<file path="src/hdl/lkv_pkg.sv">
package lkv_pkg;

    // Default sizes of the store.
    localparam int LKV_MAX_ENTRIES = 16;
    localparam int LKV_KEY_BITS    = 32;
    localparam int LKV_VALUE_BITS  = 32;

    // Capacity register.
    localparam int             CFG_W         = 5;
    localparam logic [CFG_W-1:0] CFG_RESET   = 5'd16;

    // Field widths of the beats on the two channels.
    localparam int FIELD_W = 32;

    // Operation codes carried in the kind field.
    localparam logic KIND_GET = 1'b0;
    localparam logic KIND_PUT = 1'b1;

    // Data returned by a get that misses.
    localparam logic [FIELD_W-1:0] MISS_DATA = '1;

    typedef struct packed {
        logic                      kind;
        logic signed [FIELD_W-1:0] lookup_key;
        logic signed [FIELD_W-1:0] write_data;
    } in_beat_t;

    typedef struct packed {
        logic                      hit;
        logic signed [FIELD_W-1:0] read_data;
    } out_beat_t;

    // Recency update issued at the end of an operation.
    typedef enum logic [1:0] {
        RK_NONE   = 2'd0,
        RK_TOUCH  = 2'd1,
        RK_INSERT = 2'd2
    } rank_op_t;

    typedef struct packed {
        rank_op_t op;
        logic     evict;
    } rank_cmd_t;

    // What the scan found.
    typedef struct packed {
        logic hit;
        logic free;
    } match_flags_t;

endpackage

</file>
<file path="src/hdl/lkv_store.sv">
module lkv_store
    import lkv_pkg::*;
#(
    parameter int ENTRIES    = LKV_MAX_ENTRIES,
    parameter int KEY_BITS   = LKV_KEY_BITS,
    parameter int VALUE_BITS = LKV_VALUE_BITS,
    localparam int IW        = (ENTRIES > 1) ? $clog2(ENTRIES) : 1
) (
    input  logic                  aclk,
    input  logic                  wr_en,
    input  logic [IW-1:0]         wr_idx,
    input  logic [KEY_BITS-1:0]   wr_key,
    input  logic [VALUE_BITS-1:0] wr_val,
    input  logic [IW-1:0]         rd_idx,
    output logic [KEY_BITS-1:0]   rd_key,
    output logic [VALUE_BITS-1:0] rd_val
);

    // Key and value arrays share one write port and one registered read port.
    logic [KEY_BITS-1:0]   key_mem [ENTRIES];
    logic [VALUE_BITS-1:0] val_mem [ENTRIES];

    always_ff @(posedge aclk) begin
        if (wr_en) begin
            key_mem[wr_idx] <= wr_key;
            val_mem[wr_idx] <= wr_val;
        end
        rd_key <= key_mem[rd_idx];
        rd_val <= val_mem[rd_idx];
    end

endmodule

</file>
<file path="src/hdl/lkv_match.sv">
module lkv_match
    import lkv_pkg::*;
#(
    parameter int ENTRIES    = LKV_MAX_ENTRIES,
    parameter int KEY_BITS   = LKV_KEY_BITS,
    parameter int VALUE_BITS = LKV_VALUE_BITS,
    localparam int IW        = (ENTRIES > 1) ? $clog2(ENTRIES) : 1
) (
    input  logic                  aclk,
    input  logic                  aresetn,
    input  logic                  clear,
    input  logic                  en,
    input  logic [IW-1:0]         idx,
    input  logic [KEY_BITS-1:0]   key,
    input  logic [KEY_BITS-1:0]   rd_key,
    input  logic [VALUE_BITS-1:0] rd_val,
    input  logic                  ent_valid,
    input  logic                  ent_oldest,
    output match_flags_t          flags,
    output logic [IW-1:0]         hit_idx,
    output logic [VALUE_BITS-1:0] hit_val,
    output logic [IW-1:0]         free_idx,
    output logic [IW-1:0]         vict_idx
);

    match_flags_t          flags_reg, flags_next;
    logic [IW-1:0]         hit_idx_reg, hit_idx_next;
    logic [VALUE_BITS-1:0] hit_val_reg, hit_val_next;
    logic [IW-1:0]         free_idx_reg, free_idx_next;
    logic [IW-1:0]         vict_idx_reg, vict_idx_next;

    // One entry is examined per cycle while en is high: key compare, oldest check, free check.
    always_comb begin
        flags_next    = flags_reg;
        hit_idx_next  = hit_idx_reg;
        hit_val_next  = hit_val_reg;
        free_idx_next = free_idx_reg;
        vict_idx_next = vict_idx_reg;
        if (clear) begin
            flags_next = '0;
        end else if (en) begin
            if (ent_valid && (rd_key == key) && !flags_reg.hit) begin
                flags_next.hit = 1'b1;
                hit_idx_next   = idx;
                hit_val_next   = rd_val;
            end
            if (ent_oldest) begin
                vict_idx_next = idx;
            end
            if (!ent_valid && !flags_reg.free) begin
                flags_next.free = 1'b1;
                free_idx_next   = idx;
            end
        end
    end

    always_ff @(posedge aclk) begin
        if (!aresetn) begin
            flags_reg <= '0;
        end else begin
            flags_reg <= flags_next;
        end
    end

    always_ff @(posedge aclk) begin
        hit_idx_reg  <= hit_idx_next;
        hit_val_reg  <= hit_val_next;
        free_idx_reg <= free_idx_next;
        vict_idx_reg <= vict_idx_next;
    end

    assign flags    = flags_reg;
    assign hit_idx  = hit_idx_reg;
    assign hit_val  = hit_val_reg;
    assign free_idx = free_idx_reg;
    assign vict_idx = vict_idx_reg;

endmodule

</file>
<file path="src/hdl/lkv_rank.sv">
module lkv_rank
    import lkv_pkg::*;
#(
    parameter int ENTRIES = LKV_MAX_ENTRIES,
    localparam int IW     = (ENTRIES > 1) ? $clog2(ENTRIES) : 1,
    localparam int OW     = $clog2(ENTRIES + 1)
) (
    input  logic               aclk,
    input  logic               aresetn,
    input  rank_cmd_t          cmd,
    input  logic [IW-1:0]      idx,
    input  logic [IW-1:0]      vict_idx,
    output logic [ENTRIES-1:0] valid_vec,
    output logic [ENTRIES-1:0] oldest_vec,
    output logic [OW-1:0]      occ
);

    // Ranks of valid entries always form 0 .. occ-1, with 0 the most recent.
    logic [ENTRIES-1:0] valid_reg, valid_next;
    logic [IW-1:0]      rank_reg [ENTRIES];
    logic [IW-1:0]      rank_next [ENTRIES];
    logic [OW-1:0]      occ_reg, occ_next;
    logic [IW-1:0]      ref_rank;
    logic [IW-1:0]      last_rank;

    assign ref_rank  = rank_reg[idx];
    assign last_rank = IW'(occ_reg - OW'(1));

    always_comb begin
        valid_next = valid_reg;
        rank_next  = rank_reg;
        occ_next   = occ_reg;
        unique case (cmd.op)
            RK_TOUCH: begin
                for (int j = 0; j < ENTRIES; j++) begin
                    if (valid_reg[j] && (rank_reg[j] < ref_rank)) begin
                        rank_next[j] = rank_reg[j] + IW'(1);
                    end
                end
                rank_next[idx] = '0;
            end
            RK_INSERT: begin
                for (int j = 0; j < ENTRIES; j++) begin
                    if (cmd.evict && (IW'(j) == vict_idx)) begin
                        valid_next[j] = 1'b0;
                        rank_next[j]  = '0;
                    end else if (valid_reg[j]) begin
                        rank_next[j] = rank_reg[j] + IW'(1);
                    end
                end
                valid_next[idx] = 1'b1;
                rank_next[idx]  = '0;
                if (!cmd.evict) begin
                    occ_next = occ_reg + OW'(1);
                end
            end
            default: begin
            end
        endcase
    end

    always_ff @(posedge aclk) begin
        if (!aresetn) begin
            valid_reg <= '0;
            occ_reg   <= '0;
            for (int j = 0; j < ENTRIES; j++) begin
                rank_reg[j] <= '0;
            end
        end else begin
            valid_reg <= valid_next;
            occ_reg   <= occ_next;
            rank_reg  <= rank_next;
        end
    end

    always_comb begin
        for (int j = 0; j < ENTRIES; j++) begin
            oldest_vec[j] = valid_reg[j] && (rank_reg[j] == last_rank);
        end
    end

    assign valid_vec = valid_reg;
    assign occ       = occ_reg;

    a_occ_matches_valid: assert property (@(posedge aclk) disable iff (!aresetn)
        $countones(valid_reg) == int'(occ_reg))
        else $error("occupancy count disagrees with valid marks");

    a_insert_lands: assert property (@(posedge aclk) disable iff (!aresetn)
        cmd.op == RK_INSERT |=> valid_reg[$past(idx)] && (rank_reg[$past(idx)] == '0))
        else $error("inserted entry is not valid and most recent");

    a_single_oldest: assert property (@(posedge aclk) disable iff (!aresetn)
        $onehot0(oldest_vec))
        else $error("more than one entry marked least recent");

endmodule

</file>
<file path="src/hdl/lru_key_value_cache.sv">
// Fully associative key-value cache with least-recently-used replacement.
//
// Input channel (s_valid / s_ready / s_in): one beat is a get or a put with a
// key and, for a put, a value. Result channel (m_valid / m_ready / m_out):
// exactly one beat per input beat, in order, carrying the hit flag and the
// read data (the stored value on a get hit, all ones on a get miss, zero for
// every put).
// Each operation scans the key store one entry per cycle through a single
// comparator, then passes a last compare step and a commit step; the result
// is registered at the commit, and the next beat is taken only after it.
// The block accepts a new beat only between operations, and a new beat may be
// accepted while the previous result still waits in the output register.
// If the receiver stalls, the finished operation holds in its commit step
// until the output register frees up, and nothing is updated before then.
// The capacity register (cfg_wr_en / cfg_wr_data) limits how many entries are
// held before eviction starts; zero acts as one and values above MAX_ENTRIES
// act as MAX_ENTRIES. Write it only while no operation is in flight.
// Reset empties the cache, sets the capacity to 16 and drops any pending
// result.
module lru_key_value_cache
    import lkv_pkg::*;
#(
    parameter int MAX_ENTRIES = LKV_MAX_ENTRIES,
    parameter int KEY_BITS    = LKV_KEY_BITS,
    parameter int VALUE_BITS  = LKV_VALUE_BITS
) (
    input  logic             aclk,
    input  logic             aresetn,
    input  logic             s_valid,
    output logic             s_ready,
    input  in_beat_t         s_in,
    output logic             m_valid,
    input  logic             m_ready,
    output out_beat_t        m_out,
    input  logic             cfg_wr_en,
    input  logic [CFG_W-1:0] cfg_wr_data
);

    localparam int IW = (MAX_ENTRIES > 1) ? $clog2(MAX_ENTRIES) : 1;
    localparam int OW = $clog2(MAX_ENTRIES + 1);
    localparam int CW = (OW > CFG_W) ? OW : CFG_W;

    typedef enum logic [3:0] {
        ST_IDLE   = 4'b0001,
        ST_SCAN   = 4'b0010,
        ST_LAST   = 4'b0100,
        ST_COMMIT = 4'b1000
    } state_t;

    state_t                state_reg, state_next;
    logic [IW-1:0]         scan_idx_reg, scan_idx_next;
    logic                  cmp_en_reg;
    logic [IW-1:0]         cmp_idx_reg;
    logic [CFG_W-1:0]      cap_cfg_reg;

    // Operation being worked on.
    logic                  kind_reg;
    logic [KEY_BITS-1:0]   key_reg;
    logic [VALUE_BITS-1:0] data_reg;

    logic                  m_valid_reg, m_valid_next;
    out_beat_t             m_out_reg, m_out_next;

    logic                  accept;
    logic                  go;

    logic [KEY_BITS-1:0]   rd_key;
    logic [VALUE_BITS-1:0] rd_val;
    match_flags_t          flags;
    logic [IW-1:0]         hit_idx;
    logic [VALUE_BITS-1:0] hit_val;
    logic [IW-1:0]         free_idx;
    logic [IW-1:0]         vict_idx;

    logic [MAX_ENTRIES-1:0] valid_vec;
    logic [MAX_ENTRIES-1:0] oldest_vec;
    logic [OW-1:0]          occ;

    logic [CW-1:0]         cap;
    logic                  evict;
    logic [IW-1:0]         slot;
    rank_cmd_t             rank_cmd;
    logic [IW-1:0]         rank_idx;
    logic                  wr_en;
    logic [IW-1:0]         wr_idx;

    assign accept = s_valid && s_ready;
    assign s_ready = (state_reg == ST_IDLE);
    assign go = (state_reg == ST_COMMIT) && (!m_valid_reg || m_ready);

    // Sequencer: issue one read per cycle, compare in the next cycle.
    always_comb begin
        state_next    = state_reg;
        scan_idx_next = scan_idx_reg;
        unique case (state_reg)
            ST_IDLE: begin
                scan_idx_next = '0;
                if (accept) begin
                    state_next = ST_SCAN;
                end
            end
            ST_SCAN: begin
                if (scan_idx_reg == IW'(MAX_ENTRIES - 1)) begin
                    state_next = ST_LAST;
                end else begin
                    scan_idx_next = scan_idx_reg + IW'(1);
                end
            end
            ST_LAST: begin
                state_next = ST_COMMIT;
            end
            ST_COMMIT: begin
                if (go) begin
                    state_next = ST_IDLE;
                end
            end
            default: begin
                state_next = ST_IDLE;
            end
        endcase
    end

    always_ff @(posedge aclk) begin
        if (!aresetn) begin
            state_reg    <= ST_IDLE;
            scan_idx_reg <= '0;
            cmp_en_reg   <= 1'b0;
            cap_cfg_reg  <= CFG_RESET;
            m_valid_reg  <= 1'b0;
        end else begin
            state_reg    <= state_next;
            scan_idx_reg <= scan_idx_next;
            cmp_en_reg   <= (state_reg == ST_SCAN);
            m_valid_reg  <= m_valid_next;
            if (cfg_wr_en) begin
                cap_cfg_reg <= cfg_wr_data;
            end
        end
    end

    always_ff @(posedge aclk) begin
        cmp_idx_reg <= scan_idx_reg;
        m_out_reg   <= m_out_next;
        if (accept) begin
            kind_reg <= s_in.kind;
            key_reg  <= KEY_BITS'($unsigned(s_in.lookup_key));
            data_reg <= VALUE_BITS'($unsigned(s_in.write_data));
        end
    end

    // Effective capacity, clamped to 1 .. MAX_ENTRIES.
    always_comb begin
        if (cap_cfg_reg == '0) begin
            cap = CW'(1);
        end else if (CW'(cap_cfg_reg) > CW'(MAX_ENTRIES)) begin
            cap = CW'(MAX_ENTRIES);
        end else begin
            cap = CW'(cap_cfg_reg);
        end
    end

    // A full store gives up its least recent entry. The new key goes to the
    // lowest free slot, which may be the one just vacated.
    assign evict = (CW'(occ) >= cap);

    always_comb begin
        if (evict && !(flags.free && (free_idx < vict_idx))) begin
            slot = vict_idx;
        end else begin
            slot = free_idx;
        end
    end

    // Commit: store write, recency update and result, all at the same edge.
    always_comb begin
        rank_cmd.op    = RK_NONE;
        rank_cmd.evict = 1'b0;
        rank_idx       = slot;
        wr_en          = 1'b0;
        wr_idx         = slot;
        if (go) begin
            if (flags.hit) begin
                rank_cmd.op = RK_TOUCH;
                rank_idx    = hit_idx;
                wr_idx      = hit_idx;
                wr_en       = (kind_reg == KIND_PUT);
            end else if (kind_reg == KIND_PUT) begin
                rank_cmd.op    = RK_INSERT;
                rank_cmd.evict = evict;
                wr_en          = 1'b1;
            end
        end
    end

    always_comb begin
        m_valid_next = m_valid_reg;
        m_out_next   = m_out_reg;
        if (m_valid_reg && m_ready) begin
            m_valid_next = 1'b0;
        end
        if (go) begin
            m_valid_next   = 1'b1;
            m_out_next.hit = flags.hit;
            if (kind_reg == KIND_PUT) begin
                m_out_next.read_data = '0;
            end else if (flags.hit) begin
                m_out_next.read_data = $signed(FIELD_W'(hit_val));
            end else begin
                m_out_next.read_data = $signed(MISS_DATA);
            end
        end
    end

    assign m_valid = m_valid_reg;
    assign m_out   = m_out_reg;

    lkv_store #(
        .ENTRIES    (MAX_ENTRIES),
        .KEY_BITS   (KEY_BITS),
        .VALUE_BITS (VALUE_BITS)
    ) u_store (
        .aclk   (aclk),
        .wr_en  (wr_en),
        .wr_idx (wr_idx),
        .wr_key (key_reg),
        .wr_val (data_reg),
        .rd_idx (scan_idx_reg),
        .rd_key (rd_key),
        .rd_val (rd_val)
    );

    lkv_match #(
        .ENTRIES    (MAX_ENTRIES),
        .KEY_BITS   (KEY_BITS),
        .VALUE_BITS (VALUE_BITS)
    ) u_match (
        .aclk       (aclk),
        .aresetn    (aresetn),
        .clear      (accept),
        .en         (cmp_en_reg),
        .idx        (cmp_idx_reg),
        .key        (key_reg),
        .rd_key     (rd_key),
        .rd_val     (rd_val),
        .ent_valid  (valid_vec[cmp_idx_reg]),
        .ent_oldest (oldest_vec[cmp_idx_reg]),
        .flags      (flags),
        .hit_idx    (hit_idx),
        .hit_val    (hit_val),
        .free_idx   (free_idx),
        .vict_idx   (vict_idx)
    );

    lkv_rank #(
        .ENTRIES (MAX_ENTRIES)
    ) u_rank (
        .aclk       (aclk),
        .aresetn    (aresetn),
        .cmd        (rank_cmd),
        .idx        (rank_idx),
        .vict_idx   (vict_idx),
        .valid_vec  (valid_vec),
        .oldest_vec (oldest_vec),
        .occ        (occ)
    );

    a_result_after_commit: assert property (@(posedge aclk) disable iff (!aresetn)
        $rose(m_valid_reg) |-> $past(state_reg == ST_COMMIT))
        else $error("result appeared without a commit");

    a_commit_loads_result: assert property (@(posedge aclk) disable iff (!aresetn)
        go |=> m_valid_reg)
        else $error("commit did not load the output register");

    a_insert_grows: assert property (@(posedge aclk) disable iff (!aresetn)
        go && !flags.hit && (kind_reg == KIND_PUT) && !evict
        |=> occ == $past(occ) + OW'(1))
        else $error("insert into free space did not grow occupancy");

    a_evict_keeps: assert property (@(posedge aclk) disable iff (!aresetn)
        go && !flags.hit && (kind_reg == KIND_PUT) && evict |=> $stable(occ))
        else $error("evicting insert changed occupancy");

endmodule
</file>
<file path="config.mk">
export PLATFORM = sky130hd
export DESIGN_NAME = lru_key_value_cache
export DESIGN_NICKNAME = d
export VERILOG_FILES = /design/src/hdl/lkv_pkg.sv /design/src/hdl/lkv_store.sv /design/src/hdl/lkv_match.sv /design/src/hdl/lkv_rank.sv /design/src/hdl/lru_key_value_cache.sv
export SDC_FILE = /design/constraint.sdc
export NUM_CORES = 2
export LEC_CHECK = 0
export BUFFER_PORTS_ARGS = -buffer_cell sky130_fd_sc_hd__buf_2
export CAP_MARGIN = 15
export CORE_MARGIN = 3
export CORE_UTILIZATION = 51
export DETAILED_ROUTE_END_ITERATION = 10
export GPL_TIMING_DRIVEN = 0
export PLACE_DENSITY = 0.77
export SYNTH_ARGS = -nofsm -noshare
export SYNTH_HDL_FRONTEND = slang
export SYNTH_SLANG_ARGS = --single-unit
</file>
<file path="constraint.sdc">
create_clock -name aclk -period 11.3 [get_ports aclk]
set_input_delay 2.26 -clock aclk [delete_from_list [all_inputs] [get_ports aclk]]
set_output_delay 2.26 -clock aclk [all_outputs]
set_load 0.01 [all_outputs]
</file>
==> reports/qor.yml <==
floorplan:
  core_area_sq_um: 104000
  initial_core_util_pct: 51.5
  chipHeight_um: 330
  dieArea_sq_um: 109000
  fp.dieW_um: 330
  boundaryPins: 110
  num_rows: 118
logic_synthesis:
  synth.avg_cell_area_sq_um: 18.3
  synthTopCellsByArea: "edfxtp_1, mux4_2, dfxtp_1"
  synth_area_sq_um: 53400
  yosysWarnings: 0
  ys_seq_area_share_pct: 71.9
  synth_top_area_share_pct: 65.6
  synthCells: 2917
  async_reset_ff_share_pct: 0
  synth_fp_nets: 3068
  yosysUniqueCellTypes: 75
  netlist_top_cells_count: "edfxtp_1, mux4_2, dfxtp_1"
  synth-seq-cells: 1336
  synth_edf_count: 1166
  ys.flop_type: "edfxtp_1"
  yosysMostFrequentCell: "edfxtp_1"
  yosys.area.top_type: "edfxtp_1"
placed_design:
  dp.final_hpwl_um: 84500
  place.gp.congestion: 0.988
  pre_cts_slack_ns: 3.97
  portBuffers: 108
sta:
  finalCritPeriodShare_pct: 66.8
  setup_viol: 0
  max_freq_mhz: 132
  skew_ns: 0.0442
  min_period_ns: 7.55
  slew_headroom_pct: 20.2
  hold_viol: 0
  slew_violations: 0
  setup_slack_ns: 3.75
  worst_pin_slew_ns: 1.19
  rsz0062_at_grt: "no"
routing:
  drcViolationCount: 0
  vias_per_cell: 6.44
  drtIter0Drc: 4469
  first_pass_iters: 6
  wl_um: 141000
  ant_nets: 0
  wire_per_inst_um: 30.0
  vias: 30200
clocking:
  holdBufCountCts: 0
  postCtsSetupRepairBufs: 0
  path_clk_slew_ns: 0.07
  clk_latency_ns: 0.74
  cts.sinks: 1336
  root_buffer: "clkbuf_16"
  cts_tree: "done"
  cts_buffer_depth: 3
  ctsHtreeMaxLevel: 3
  cts_made_buffers: 118
  ctsResizeCount: 0
final_layout:
  drive_gt1_share_pct: 22.1
  synthToLayoutAreaGrowth_pct: 14.3
  n_fill_cell: 7295
  fin_nets: 3360
worst_setup_path:
  worstSetupPathType: "flop to flop"
  critPathLaunchType: "flop"
  worstPathMaxFanout: 10
  critPathCaptureType: "flop"
  crit_required_ns: 11.89
  arrival_ns: 8.14
power:
  p_per_area_nw_per_um2: 171
  vdd_ir_drop_max_v: 0.000168
  report.power.total_w: 0.0104
  p_leak_nw: 19.4
job:
  maxCapViolCount: 0
global_route:
  antenna_found_initial: 5
  grt_usage_pct: 26.0
  grt_pass1_wl_um: 204000
  grt_max_degree: 48
  gr-total-overflow: 0
  grt_pass1_vias: 30100
hold_path:
  hold_path.class: "flop to flop"
run_status:
  status: "complete, no violations"
worst paths after layout:
kind	start	end	slack (ns)	cells past startpoint
min reg2reg	scan_idx_reg[3]	cmp_idx_reg[3]	0.35	0
max	u_rank.occ[0]	u_rank.rank_reg[32]	3.75	23
max reg2reg	u_rank.occ[0]	u_rank.rank_reg[32]	3.75	23
min	scan_idx_reg[3]	cmp_idx_reg[3]	0.35	0
area by class of cell:
cell class                 count  area, sq um  share of cell area [%]
antenna                        1         2.50                 0.00410
buffer                       135          528                   0.865
clock buffer                 158         3150                    5.17
clock inverter                67          778                    1.28
inverter                      81          307                   0.502
multi-input combinational   1365        14300                    23.4
sequential                  1336        38400                    63.0
tap                         1380         1730                    2.83
timing repair buffer         172         1820                    2.98
report_power, final:
group / leakage (nW) / switching (W) / internal (W)
combinational: 5.60 / 0.000339 / 0.000200
sequential: 11.9 / 0.000199 / 0.00561
clock: 1.87 / 0.00183 / 0.00225
critical path, cell delays in order, from the launching register on:
cell,delay (ns)
dfxtp_1,0.33
clkbuf_1,0.81
clkbuf_1,0.80
inv_1,0.25
ha_1,0.27
nor2b_1,0.12
o21ai_0,0.44
a31o_2,0.22
buf_1,0.36
nand4_1,0.17
and3_1,0.22
buf_2,0.16
buf_4,0.19
clkbuf_1,0.25
nand2_1,0.13
a21oi_1,0.07
o21ai_0,0.28
o21ai_0,0.16
o21bai_2,0.54
ha_1,0.38
a21o_1,0.16
a2111oi_0,0.63
a21oi_1,0.19
mux2_2,0.31
metrics by stage:
stage | utilization (%) | instances | area, sq um | TNS [ns] | hold slack (ns)
after floorplan | - | 2917 | 53400 | 0 | 0.329
after global placement | 53.7 | 4405 | 55700 | -389.77 | 0.335
after detailed placement | 55.0 | 4461 | 57000 | 0 | 0.344
after CTS | 58.8 | 4686 | 60900 | 0 | 0.354
after global routing | 58.9 | 4694 | 61000 | 0 | 0.369
final | 58.9 | 4695 | 61000 | 0 | 0.352
cell usage in the layout, fill, tap and decap left out, types with 10 or more instances in the layout:
cell type	netlist	final
nand2_1	161	161
nor4_1	11	11
xor2_1	59	59
a32oi_1	12	12
buf_1	32	32
nor3_1	32	32
mux4_2	325	325
nand4_1	31	31
buf_16	0	10
clkinv_1	0	20
a21o_1	18	18
o311ai_1	14	14
nor2b_1	27	24
xnor2_1	47	47
nand3b_1	18	18
nand3_1	70	70
and3_1	10	10
nor2_4	0	15
buf_2	5	113
ha_1	76	76
buf_12	0	42
nand2b_1	14	14
clkbuf_16	0	118
o31ai_1	10	10
clkbuf_1	93	128
edfxtp_1	1166	1166
o21ai_0	83	82
clkinvlp_4	0	11
inv_1	80	79
clkinv_2	0	15
o211ai_1	27	27
bufinv_16	0	12
nor2_1	94	79
a21oi_1	88	88
dfxtp_1	170	170
cell families after synthesis:
kind of cell	share of synthesized area, %
AO/OA/AOI/OAI	4.37
flip-flops	71.9
buffers and inverters	1.56
adder cells (fa/ha/maj)	1.78
XOR/XNOR	1.74
multiplexers	14.0
AND/OR/NAND/NOR	4.63
routing by layer:
metal | track usage, % | routed length, um | vias up
li1 | - | - | 12300
met1 | 35.6 | 52100 | 15400
met2 | 41.5 | 68000 | 2128
met3 | 5.66 | 15400 | 359
met4 | 9.66 | 5290 | 0
met5 | 0 | 0 | -
Note: power is estimated with default switching activity, not from simulation.
